`src/rtl/core/assert_macros.svh`:
```
// ----------------------------------------------------------------------------
// Assertion macros
// Shared concurrent assertion forms for the multiplier RTL.
// ----------------------------------------------------------------------------
`ifndef ASSERT_MACROS_SVH
`define ASSERT_MACROS_SVH

// The consequent must hold in the same cycle as the antecedent.
`define ASSERT_IMPLY(label, clk, rst_n, ante, cons) \
  label: assert property (@(posedge clk) disable iff (!rst_n) (ante) |-> (cons)) \
    else $error("assertion failed");

// The consequent must hold in the cycle after the antecedent.
`define ASSERT_NEXT(label, clk, rst_n, ante, cons) \
  label: assert property (@(posedge clk) disable iff (!rst_n) (ante) |=> (cons)) \
    else $error("assertion failed");

`endif

```
`src/rtl/core/bsm_pkg.sv`:
```
// ----------------------------------------------------------------------------
// Booth multiplier package
// Shared widths, payload types and pipeline constants.
// ----------------------------------------------------------------------------
package bsm_pkg;

  localparam int unsigned InBits         = 16;
  localparam int unsigned OutBits        = 32;
  localparam int unsigned DefaultWidth   = 16;
  localparam int unsigned RoundsPerStage = 2;

  typedef logic signed [InBits-1:0]  operand_t;
  typedef logic signed [OutBits-1:0] product_t;

endpackage

```
`src/rtl/core/bsm_if.sv`:
```
// ----------------------------------------------------------------------------
// Booth multiplier channels
// Valid/ready channels for operand beats and product beats.
// ----------------------------------------------------------------------------
interface bsm_in_if;
  import bsm_pkg::*;

  logic     valid;
  logic     ready;
  operand_t multiplicand;
  operand_t multiplier;

  modport source (output valid, output multiplicand, output multiplier, input ready);
  modport sink   (input valid, input multiplicand, input multiplier, output ready);
endinterface

interface bsm_out_if;
  import bsm_pkg::*;

  logic     valid;
  logic     ready;
  product_t product;

  modport source (output valid, output product, input ready);
  modport sink   (input valid, input product, output ready);
endinterface

```
`src/rtl/core/booth_signed_multiplier_top.sv`:
```
// ----------------------------------------------------------------------------
// Booth signed multiplier
// Pipelined radix-2 Booth multiplier with valid/ready channels.
// ----------------------------------------------------------------------------
// Operand beats arrive on in_i and carry a signed multiplicand and multiplier.
// Each operand is sign-extended and cut to WIDTH bits. Product beats leave on
// out_o and carry the 2*WIDTH-bit register result A:Q, zero-extended or cut
// to 32 bits.
// The Booth rounds are spread over ceil(WIDTH/2) register stages, two rounds
// per stage, and a beat passes through every stage register in order before
// it reaches out_o. One beat enters per cycle while in_i.ready is high.
// The accumulator wraps at WIDTH bits in every round, so a most-negative
// multiplicand gives the classic register result rather than the true product.
// Reset empties every stage; no beat is in flight afterwards.
// When the receiver stalls, the last stage holds its beat and the stages
// behind it keep filling bubbles; in_i.ready drops only when every stage
// holds a beat and out_o is stalled. Nothing is lost or repeated.
// ----------------------------------------------------------------------------
`include "assert_macros.svh"

module booth_signed_multiplier_top #(
  parameter int unsigned WIDTH = bsm_pkg::DefaultWidth
) (
  input  logic  clk_i,
  input  logic  rst_ni,
  bsm_in_if.sink    in_i,
  bsm_out_if.source out_o
);
  import bsm_pkg::*;

  localparam int unsigned NumStages = (WIDTH + RoundsPerStage - 1) / RoundsPerStage;

  logic             vld [NumStages+1];
  logic             rdy [NumStages+1];
  logic [WIDTH-1:0] a_s [NumStages+1];
  logic [WIDTH-1:0] q_s [NumStages+1];
  logic             q1_s [NumStages+1];
  logic [WIDTH-1:0] m_s [NumStages+1];

  logic [2*InBits-1:0]  mcand_ext;
  logic [2*InBits-1:0]  mplier_ext;
  logic [2*WIDTH-1:0]   prod_full;
  logic [2*OutBits-1:0] prod_ext;
  logic [NumStages-1:0] stage_vld;

  assign mcand_ext  = {{InBits{in_i.multiplicand[InBits-1]}}, in_i.multiplicand};
  assign mplier_ext = {{InBits{in_i.multiplier[InBits-1]}}, in_i.multiplier};

  assign vld[0]  = in_i.valid;
  assign a_s[0]  = '0;
  assign q_s[0]  = mplier_ext[WIDTH-1:0];
  assign q1_s[0] = 1'b0;
  assign m_s[0]  = mcand_ext[WIDTH-1:0];
  assign in_i.ready = rdy[0];

  for (genvar k = 0; k < NumStages; k++) begin : g_stage
    bsm_stage #(
      .Width      (WIDTH),
      .FirstRound (k * RoundsPerStage)
    ) u_stage (
      .clk_i   (clk_i),
      .rst_ni  (rst_ni),
      .valid_i (vld[k]),
      .ready_o (rdy[k]),
      .a_i     (a_s[k]),
      .q_i     (q_s[k]),
      .q1_i    (q1_s[k]),
      .m_i     (m_s[k]),
      .valid_o (vld[k+1]),
      .ready_i (rdy[k+1]),
      .a_o     (a_s[k+1]),
      .q_o     (q_s[k+1]),
      .q1_o    (q1_s[k+1]),
      .m_o     (m_s[k+1])
    );
    assign stage_vld[k] = vld[k+1];
  end

  assign rdy[NumStages] = out_o.ready;
  assign prod_full      = {a_s[NumStages], q_s[NumStages]};
  assign prod_ext       = (2*OutBits)'(prod_full);
  assign out_o.valid    = vld[NumStages];
  assign out_o.product  = prod_ext[OutBits-1:0];

  // The stage count tracks beats taken in minus beats handed out.
  `ASSERT_IMPLY(a_occupancy, clk_i, rst_ni, $past(rst_ni),
    $countones(stage_vld) == $countones($past(stage_vld))
      + int'($past(in_i.valid && in_i.ready)) - int'($past(out_o.valid && out_o.ready)))
  // The input stalls only when every stage is full and the output is blocked.
  `ASSERT_IMPLY(a_full_stall, clk_i, rst_ni, !in_i.ready,
    (&stage_vld) && !out_o.ready)
  // A blocked product beat stays in the last stage unchanged.
  `ASSERT_NEXT(a_out_hold, clk_i, rst_ni, out_o.valid && !out_o.ready,
    out_o.valid && $stable(out_o.product))

endmodule

```
`src/rtl/core/bsm_stage.sv`:
```
// ----------------------------------------------------------------------------
// Booth pipeline stage
// Runs a fixed slice of Booth rounds on A:Q:Q_1 and registers the result.
// ----------------------------------------------------------------------------
module bsm_stage #(
  parameter int unsigned Width      = bsm_pkg::DefaultWidth,
  parameter int unsigned FirstRound = 0
) (
  input  logic             clk_i,
  input  logic             rst_ni,
  input  logic             valid_i,
  output logic             ready_o,
  input  logic [Width-1:0] a_i,
  input  logic [Width-1:0] q_i,
  input  logic             q1_i,
  input  logic [Width-1:0] m_i,
  output logic             valid_o,
  input  logic             ready_i,
  output logic [Width-1:0] a_o,
  output logic [Width-1:0] q_o,
  output logic             q1_o,
  output logic [Width-1:0] m_o
);
  import bsm_pkg::*;

  logic             valid_q;
  logic [Width-1:0] a_q, a_d;
  logic [Width-1:0] q_q, q_d;
  logic             q1_q, q1_d;
  logic [Width-1:0] m_q;

  always_comb begin
    logic [Width-1:0] a_t;
    a_t  = a_i;
    a_d  = a_i;
    q_d  = q_i;
    q1_d = q1_i;
    for (int unsigned r = 0; r < RoundsPerStage; r++) begin
      if (FirstRound + r < Width) begin
        a_t = a_d;
        if (q_d[0] && !q1_d) begin
          a_t = a_d - m_i;
        end else if (!q_d[0] && q1_d) begin
          a_t = a_d + m_i;
        end
        q1_d = q_d[0];
        q_d  = {a_t[0], q_d[Width-1:1]};
        a_d  = {a_t[Width-1], a_t[Width-1:1]};
      end
    end
  end

  assign ready_o = !valid_q || ready_i;

  always_ff @(posedge clk_i or negedge rst_ni) begin
    if (!rst_ni) begin
      valid_q <= 1'b0;
    end else if (ready_o) begin
      valid_q <= valid_i;
    end
  end

  always_ff @(posedge clk_i) begin
    if (ready_o && valid_i) begin
      a_q  <= a_d;
      q_q  <= q_d;
      q1_q <= q1_d;
      m_q  <= m_i;
    end
  end

  assign valid_o = valid_q;
  assign a_o     = a_q;
  assign q_o     = q_q;
  assign q1_o    = q1_q;
  assign m_o     = m_q;

endmodule
```
`src/flat_wrapper.sv`:
```
// flat-port wrapper written by rule: the top's interface ports become plain ports
module booth_signed_multiplier_top_flat import bsm_pkg::*;
#(
  parameter int unsigned WIDTH = bsm_pkg::DefaultWidth
)
  (clk_i, rst_ni, in_i_valid, in_i_multiplicand, in_i_multiplier, in_i_ready, out_o_valid, out_o_product, out_o_ready);
  bsm_in_if in_i_i ();
  bsm_out_if out_o_i ();
  input  logic clk_i;
  input  logic rst_ni;
  input wire logic [$bits(in_i_i.valid)-1:0] in_i_valid;
  input wire logic [$bits(in_i_i.multiplicand)-1:0] in_i_multiplicand;
  input wire logic [$bits(in_i_i.multiplier)-1:0] in_i_multiplier;
  output wire logic [$bits(in_i_i.ready)-1:0] in_i_ready;
  output wire logic [$bits(out_o_i.valid)-1:0] out_o_valid;
  output wire logic [$bits(out_o_i.product)-1:0] out_o_product;
  input wire logic [$bits(out_o_i.ready)-1:0] out_o_ready;
  assign in_i_i.valid = in_i_valid;
  assign in_i_i.multiplicand = in_i_multiplicand;
  assign in_i_i.multiplier = in_i_multiplier;
  assign in_i_ready = in_i_i.ready;
  assign out_o_valid = out_o_i.valid;
  assign out_o_product = out_o_i.product;
  assign out_o_i.ready = out_o_ready;
  booth_signed_multiplier_top #(.WIDTH(WIDTH)) u_core (.clk_i(clk_i), .rst_ni(rst_ni), .in_i(in_i_i), .out_o(out_o_i));
endmodule
```
`config.mk`:
```
export PLATFORM = sky130hd
export DESIGN_NAME = booth_signed_multiplier_top_flat
export DESIGN_NICKNAME = d
export VERILOG_FILES = /design/src/rtl/core/bsm_pkg.sv /design/src/rtl/core/bsm_if.sv /design/src/rtl/core/booth_signed_multiplier_top.sv /design/src/rtl/core/bsm_stage.sv /design/src/flat_wrapper.sv
export VERILOG_INCLUDE_DIRS = /design/src /design/src/rtl/core
export SDC_FILE = /design/constraint.sdc
export NUM_CORES = 1
export LEC_CHECK = 0
export BUFFER_PORTS_ARGS = -buffer_cell sky130_fd_sc_hd__buf_2
export CAP_MARGIN = 20
export CORE_MARGIN = 3
export CORE_UTILIZATION = 58
export CTS_CLUSTER_SIZE = 20
export DETAILED_ROUTE_END_ITERATION = 10
export GPL_TIMING_DRIVEN = 0
export PLACE_DENSITY = 0.75
export REMOVE_ABC_BUFFERS = 1
export SKIP_LAST_GASP = 1
export SYNTH_ARGS = -nofsm -noshare
export SYNTH_HDL_FRONTEND = slang
export SYNTH_SLANG_ARGS = --single-unit
```
`constraint.sdc`:
```
create_clock -name clk_i -period 5.85 [get_ports clk_i]
set_input_delay 0.585 -clock clk_i [delete_from_list [all_inputs] [get_ports clk_i]]
set_output_delay 0.585 -clock clk_i [all_outputs]
set_load 0.005 [all_outputs]
```
Word-level counts from Yosys, hierarchy flattened. Cells that the tools add are included.

Flip-flop bits (word level): 375. Output and inout port bits: 34. Input bits: 36. Word-level logic and storage cells: 178.

Reductions and logical operators: 77. Add/subtract/negate cells: 31. Muxes and demuxes: 31.

Operator list (count): 16-bit 2-to-1 mux (31); 16-bit adder (15); 16-bit subtractor (15); 1-bit logical AND (38); 1-bit logical NOT (31); 1-bit by 16-bit subtractor with 16-bit output (first input constant) (1); 1-bit logical OR (8).

Depth between registers and ports, before layout.
Depth after elaboration: 10. Mapped depth: 24. Depth with buffers taken out: 24.

Modules after synthesis. Synthesis repeated with hierarchy kept, for this count alone.

Cells, all modules: 4522. Area total of the unflattened synthesis: 39644.3 um^2.

By module, submodules not included: bsm_stage at u_core.g_stage[4].u_stage ... (times used 3, area each 5012.3 um^2, cells an instance 575); bsm_stage at u_core.g_stage[0].u_stage ... (times used 2, area each 4835.9 um^2, cells an instance 543); bsm_stage at u_core.g_stage[3].u_stage (times used 1, area each 5056.1 um^2, cells an instance 574); bsm_stage at u_core.g_stage[7].u_stage (times used 1, area each 5006.1 um^2, cells an instance 581); bsm_stage at u_core.g_stage[2].u_stage (times used 1, area each 4869.7 um^2, cells an instance 555); booth_signed_multiplier_top (times used 1, area each 3.8 um^2, cells an instance 1).

Least setup slack after synthesis. OpenSTA, ideal clock, no wires.

Path type: register to register. From: register u_core.g_stage[3].u_stage.m_q[0]. To: register u_core.g_stage[4].u_stage.a_o[14] (netlist name). Path slack: 1.268 ns. Period minus slack after synthesis: 4.582 ns. Data required time: 5.574 ns. Path buffers: 1. Data arrival time: 4.306 ns. Stages on the path, launching flop included: 22. Cell sequence: edfxtp_1 -> ha_1 -> fa_1 -> nor2b_1 -> o21ai_0 -> a21o_1 -> a21oi_1 -> o21ai_0 -> a21oi_1 -> a211o_1 -> a21oi_1 -> ha_1 -> clkbuf_1 -> a21oi_1 -> nor2_1 -> o21ba_2 -> a21boi_1 -> o21ai_0 -> a21oi_1 -> a21oi_1 -> o311ai_0 -> xor2_1.

Cells in the longest elaborated chain, start to end: 6.

Ends and longest elaborated chain: start: declaration (RTL line bsm_stage.sv:30) `logic [Width-1:0] m_q;`; start signal: assignment (RTL line bsm_stage.sv:68) `m_q <= m_i;`; 16-bit adder (RTL line bsm_stage.sv:44) `a_t = a_d + m_i;`; 16-bit 2-to-1 mux (RTL line bsm_stage.sv:43) `end else if (!q_d[0] && q1_d) begin`; 16-bit 2-to-1 mux (RTL line bsm_stage.sv:41) `if (q_d[0] && !q1_d) begin`; 16-bit adder (RTL line bsm_stage.sv:44); 16-bit 2-to-1 mux (RTL line bsm_stage.sv:43); 16-bit 2-to-1 mux (*) (RTL line bsm_stage.sv:41); net u_core.g_stage[4].u_stage.a_d[14] (RTL line bsm_stage.sv:27) `logic [Width-1:0] a_q, a_d;`.

Mark *: on every way through the listed nets, which the timed path passes. The rest lies on a longest branch. A chain may end at the register's enable or synchronous reset.

Worst setup path in the final report.
From: register u_core.g_stage[2].u_stage.m_q[1]. To: register u_core.g_stage[3].u_stage.a_q[13] (data pin).

Cells in the longest elaborated chain, start to end: 6.

Ends and longest elaborated chain: start: declaration (RTL line bsm_stage.sv:30); start signal: assignment (RTL line bsm_stage.sv:68); 16-bit adder (RTL line bsm_stage.sv:44); 16-bit 2-to-1 mux (RTL line bsm_stage.sv:43); 16-bit 2-to-1 mux (RTL line bsm_stage.sv:41); 16-bit adder (RTL line bsm_stage.sv:44); 16-bit 2-to-1 mux (RTL line bsm_stage.sv:43); 16-bit 2-to-1 mux (*) (RTL line bsm_stage.sv:41); net u_core.g_stage[3].u_stage.a_d[13] (RTL line bsm_stage.sv:27); end signal: assignment (RTL line bsm_stage.sv:65) `a_q <= a_d;`; end: declaration (RTL line bsm_stage.sv:27).

Marked as above.

==> impl_metrics.json <==
{
  "period_share_pct": 96.0,
  "synth-warning-count": 0,
  "fill_cells": 5438,
  "dp.final_hpwl_mm": 72.4,
  "arrival_ps": 5920,
  "fmax_ghz": 0.178,
  "clk_pin_slew_ps": 60,
  "ioPinCount": 70,
  "grt_setup_unrepaired": "true",
  "yosysSeqAreaShare_pct": 30.4,
  "setup-violations-final": 0,
  "antenna_left": 0,
  "synthDistinctLibCells": 94,
  "grt_max_degree": 43,
  "synth.avg_cell_area_um2": 8.63,
  "initial_core_util_pct": 59.2,
  "global_route.usage.total_pct": 27.5,
  "numClockSinks": 375,
  "crit_required_ps": 6150,
  "hold_viol": 0,
  "power.leakage_nw": 16.3,
  "critical_path.startpoint_type": "flip-flop",
  "layout.nets": 4721,
  "clock_skew_ps": 17.1,
  "die_height_um": 258,
  "via_per_inst": 6.42,
  "hold_class": "in2reg",
  "first_global_vias": 29900,
  "initialDrtViolationCount": 2931,
  "finalPower_mw": 21.5,
  "maxSlewViolCount": 0,
  "core_mm2": 0.0624,
  "clock_tree.buffer_depth": 3,
  "layout-area-overhead-vs-synth_pct": 6.35,
  "critPathMaxStageDelay_ps": 580,
  "worst_setup_path_end_kind": "flip-flop",
  "ctsRootBufferMaster": "sky130_fd_sc_hd__clkbuf_16",
  "drt_pass1_iterations": 6,
  "synth-seq-cells": 375,
  "critical_path_peak_fanout": 9,
  "floorplan.die_area_mm2": 0.0668,
  "antenna_found_initial": 1,
  "clock_tree_from_tritoncts": "done",
  "clock_insertion_delay_worst_skew_ps": 570,
  "worst_pin_slew_ps": 1100,
  "ys_async_sr_fraction_pct": 2.13,
  "timing.critical_path.cells": "inv_1 > fa_1 > a21o_1 > a221oi_1 > o21bai_1 > a211oi_1 > o21bai_1 > o311ai_0 > a22oi_1 > ha_1 > o41ai_2 > o41ai_2 > o31ai_1 > xnor2_1 > o22ai_1 > nor4_2",
  "synthesis.instances": 4284,
  "routed_wl_mm": 95.6,
  "overflow": 0,
  "top_reg_cell_synth": "sky130_fd_sc_hd__edfxtp_1",
  "wl_per_cell_um": 18.8,
  "p_per_area_mw_per_mm2": 546,
  "post_route_setup_tns_ps": 0,
  "route.vias.total": 32600,
  "cts_max_level": 2,
  "share_of_post_route_cells_with_drive_strength_above_1_pct": 5.92,
  "port_buffers": 69,
  "place_congestion": 0.937,
  "max-slew-margin-rel_pct": 26.2,
  "path_class": "reg2reg",
  "syn-cell-area_mm2": 0.0370,
  "crit_slowest_cell": "sky130_fd_sc_hd__edfxtp_1",
  "power.ir.vdd_worst_mv": 0.306,
  "count_of_max_cap_constraint_violations": 0,
  "drt_drc_violations_left": 0,
  "rows": 91,
  "final_area_mm2": 0.0393,
  "fp.dieW_um": 258,
  "run_status": "complete, no violations",
  "number_of_enable_type_register_cells_in_the_synthesized_netlist": 367,
  "post_placement_cell_area_mm2": 0.0377,
  "numCtsBuffers": 42,
  "grt_pass1_wl_mm": 153,
  "layout_min_cycle_time_ps": 5620
}
[sequential cells by signal, summed over array words and instances, names as in the netlist]
signal,count
u_core.g_stage.u_stage.m_o,112
u_core.g_stage.u_stage.a_o,120
u_core.g_stage.u_stage.valid_o,8
u_core.g_stage.u_stage.q_o,128
u_core.g_stage.u_stage.q1_o,7
[synthesized netlist by cell type, types with 30 or more instances]
library cell,count,area (µm²)
sky130_fd_sc_hd__a211oi_1,50,375
sky130_fd_sc_hd__a21o_1,87,653
sky130_fd_sc_hd__a21oi_1,380,1900
sky130_fd_sc_hd__a221o_1,34,340
sky130_fd_sc_hd__a221oi_1,46,403
sky130_fd_sc_hd__a22o_1,30,263
sky130_fd_sc_hd__a22oi_1,48,360
sky130_fd_sc_hd__a31oi_1,50,313
sky130_fd_sc_hd__and3_1,35,219
sky130_fd_sc_hd__clkbuf_1,165,619
sky130_fd_sc_hd__edfxtp_1,367,11000
sky130_fd_sc_hd__fa_1,30,601
sky130_fd_sc_hd__ha_1,449,5620
sky130_fd_sc_hd__inv_1,345,1290
sky130_fd_sc_hd__nand2_1,270,1010
sky130_fd_sc_hd__nand2b_1,89,557
sky130_fd_sc_hd__nand3_1,60,300
sky130_fd_sc_hd__nor2_1,408,1530
sky130_fd_sc_hd__nor2b_1,91,569
sky130_fd_sc_hd__nor3_1,102,510
sky130_fd_sc_hd__o211ai_1,48,360
sky130_fd_sc_hd__o21a_1,33,248
sky130_fd_sc_hd__o21ai_0,223,1120
sky130_fd_sc_hd__o21bai_1,64,480
sky130_fd_sc_hd__o221ai_1,30,263
sky130_fd_sc_hd__o22ai_1,103,644
sky130_fd_sc_hd__o31ai_1,49,368
sky130_fd_sc_hd__or3_1,43,269
sky130_fd_sc_hd__xnor2_1,68,596
[area by class of cell]
cell class              instances  area (µm²)  share of cell area [%]
diodes                          1        2.50                 0.00637
clock buffers                  53        1130                    2.88
clock inverters                22         264                   0.672
inverters                     351        1320                    3.36
multi-input cells            3345       23600                    60.1
flip-flops and latches        375       11200                    28.5
well taps                     837        1050                    2.66
repair buffers                 91         678                    1.73
[worst paths after layout]
check	slack, ps	depth (start not counted)	from	endpoint
max in group asynchronous	5280	2	rst_ni	u_core.g_stage[2].u_stage.valid_o
worst min-delay path	190	1	in_i_multiplier[14]	u_core.g_stage[0].u_stage.q_o[12]
worst max register to register	230	16	u_core.g_stage[2].u_stage.m_o[1]	u_core.g_stage[3].u_stage.a_o[13]
min in group asynchronous	400	2	rst_ni	u_core.g_stage[3].u_stage.valid_o
worst min register to register	410	0	u_core.g_stage[2].u_stage.q_o[8]	u_core.g_stage[3].u_stage.q_o[6]
worst max-delay path	230	16	u_core.g_stage[2].u_stage.m_o[1]	u_core.g_stage[3].u_stage.a_o[13]
[kinds of logic after synthesis]
group,count (synthesis),synth area share (%)
flip-flops,375,30.4
AO/OA/AOI/OAI,1494,27.5
adder cells (fa/ha/maj),479,16.8
XOR/XNOR,97,2.30
AND/OR/NAND/NOR,1244,16.2
multiplexers,31,0.856
buffers and inverters,564,5.99
[layer usage]
layer  part of all wire, %  track usage (%)  up-vias
met2                    46             45.2     1211
li1                      -                -    15800
met1                    45             38.4    15300
met4                   2.9             8.72        0
met5                     0                0        -
met3                   6.6             2.65      195
[what timing repair did]
item / CTS / global route
endpoints found under the hold margin: 8 / 0
buffers inserted: 2 / 7
endpoints found under the setup margin: 6 / 24
hold buffers: 1 / 0
resized for setup: 2 / 17
[worst max-delay path, delay by kind of cell, from the launching register on]
| kind | cells | cell delay, ps |
|---|---|---|
| buffers and inverters | 1 | 230 |
| and+or+nand+nor | 1 | 530 |
| xor gates and xnor gates | 1 | 160 |
| adders and majority gates | 2 | 980 |
| DFF | 1 | 580 |
| AOI/OAI and AO/OA | 11 | 2890 |
[per-stage QoR]
| step | hold slack, ps | cells | util [%] | setup WS [ps] |
|---|---|---|---|---|
| global route | 170 | 5074 | 63.0 | -51.7 |
| CTS | 152 | 5066 | 62.8 | -18.4 |
| detailed placement | 405 | 4988 | 60.5 | -165 |
| global placement | 401 | 4977 | 60.0 | -330 |
| finish | 193 | 5075 | 63.0 | 233 |
| floorplan | 289 | 4071 | - | 1220 |
[placed cells by master (no fill, tap or decap), types with 14 or more instances in the layout]
cell                          n
sky130_fd_sc_hd__o221ai_1    30
sky130_fd_sc_hd__o21ai_0    222
sky130_fd_sc_hd__and2_1      20
sky130_fd_sc_hd__o21a_1      33
sky130_fd_sc_hd__a311o_1     15
sky130_fd_sc_hd__a21o_1      87
sky130_fd_sc_hd__a211o_1     14
sky130_fd_sc_hd__nand2b_1    87
sky130_fd_sc_hd__nor4_1      22
sky130_fd_sc_hd__nand3_1     60
sky130_fd_sc_hd__inv_1      345
sky130_fd_sc_hd__a221o_1     34
sky130_fd_sc_hd__edfxtp_1   367
sky130_fd_sc_hd__nand3b_1    16
sky130_fd_sc_hd__a21oi_1    380
sky130_fd_sc_hd__fa_1        30
sky130_fd_sc_hd__nand2_1    268
sky130_fd_sc_hd__mux2i_1     26
sky130_fd_sc_hd__or2_2       25
sky130_fd_sc_hd__or3_1       43
sky130_fd_sc_hd__o31ai_1     49
sky130_fd_sc_hd__nor2_1     406
sky130_fd_sc_hd__nand4_1     23
sky130_fd_sc_hd__o211ai_1    48
sky130_fd_sc_hd__o21bai_1    64
sky130_fd_sc_hd__clkbuf_16   43
sky130_fd_sc_hd__a31oi_1     49
sky130_fd_sc_hd__a22o_1      30
sky130_fd_sc_hd__and3_1      35
sky130_fd_sc_hd__xnor2_1     68
sky130_fd_sc_hd__nor3_1     102
sky130_fd_sc_hd__buf_2       69
sky130_fd_sc_hd__nor2b_1     89
sky130_fd_sc_hd__ha_1       448
sky130_fd_sc_hd__a221oi_1    43
sky130_fd_sc_hd__a22oi_1     48
sky130_fd_sc_hd__xor2_1      29
sky130_fd_sc_hd__a211oi_1    49
sky130_fd_sc_hd__o311ai_0    21
sky130_fd_sc_hd__o22ai_1    103
[power breakdown]
| part | switching, mW | internal, mW | leakage, nW |
|---|---|---|---|
| logic | 8.29 | 5.52 | 12.0 |
| registers | 0.840 | 4.08 | 3.66 |
| clock network | 1.12 | 1.60 | 0.671 |
| total | 10.3 | 11.2 | 16.3 |
No activity file was read; power rests on OpenSTA's default activity.
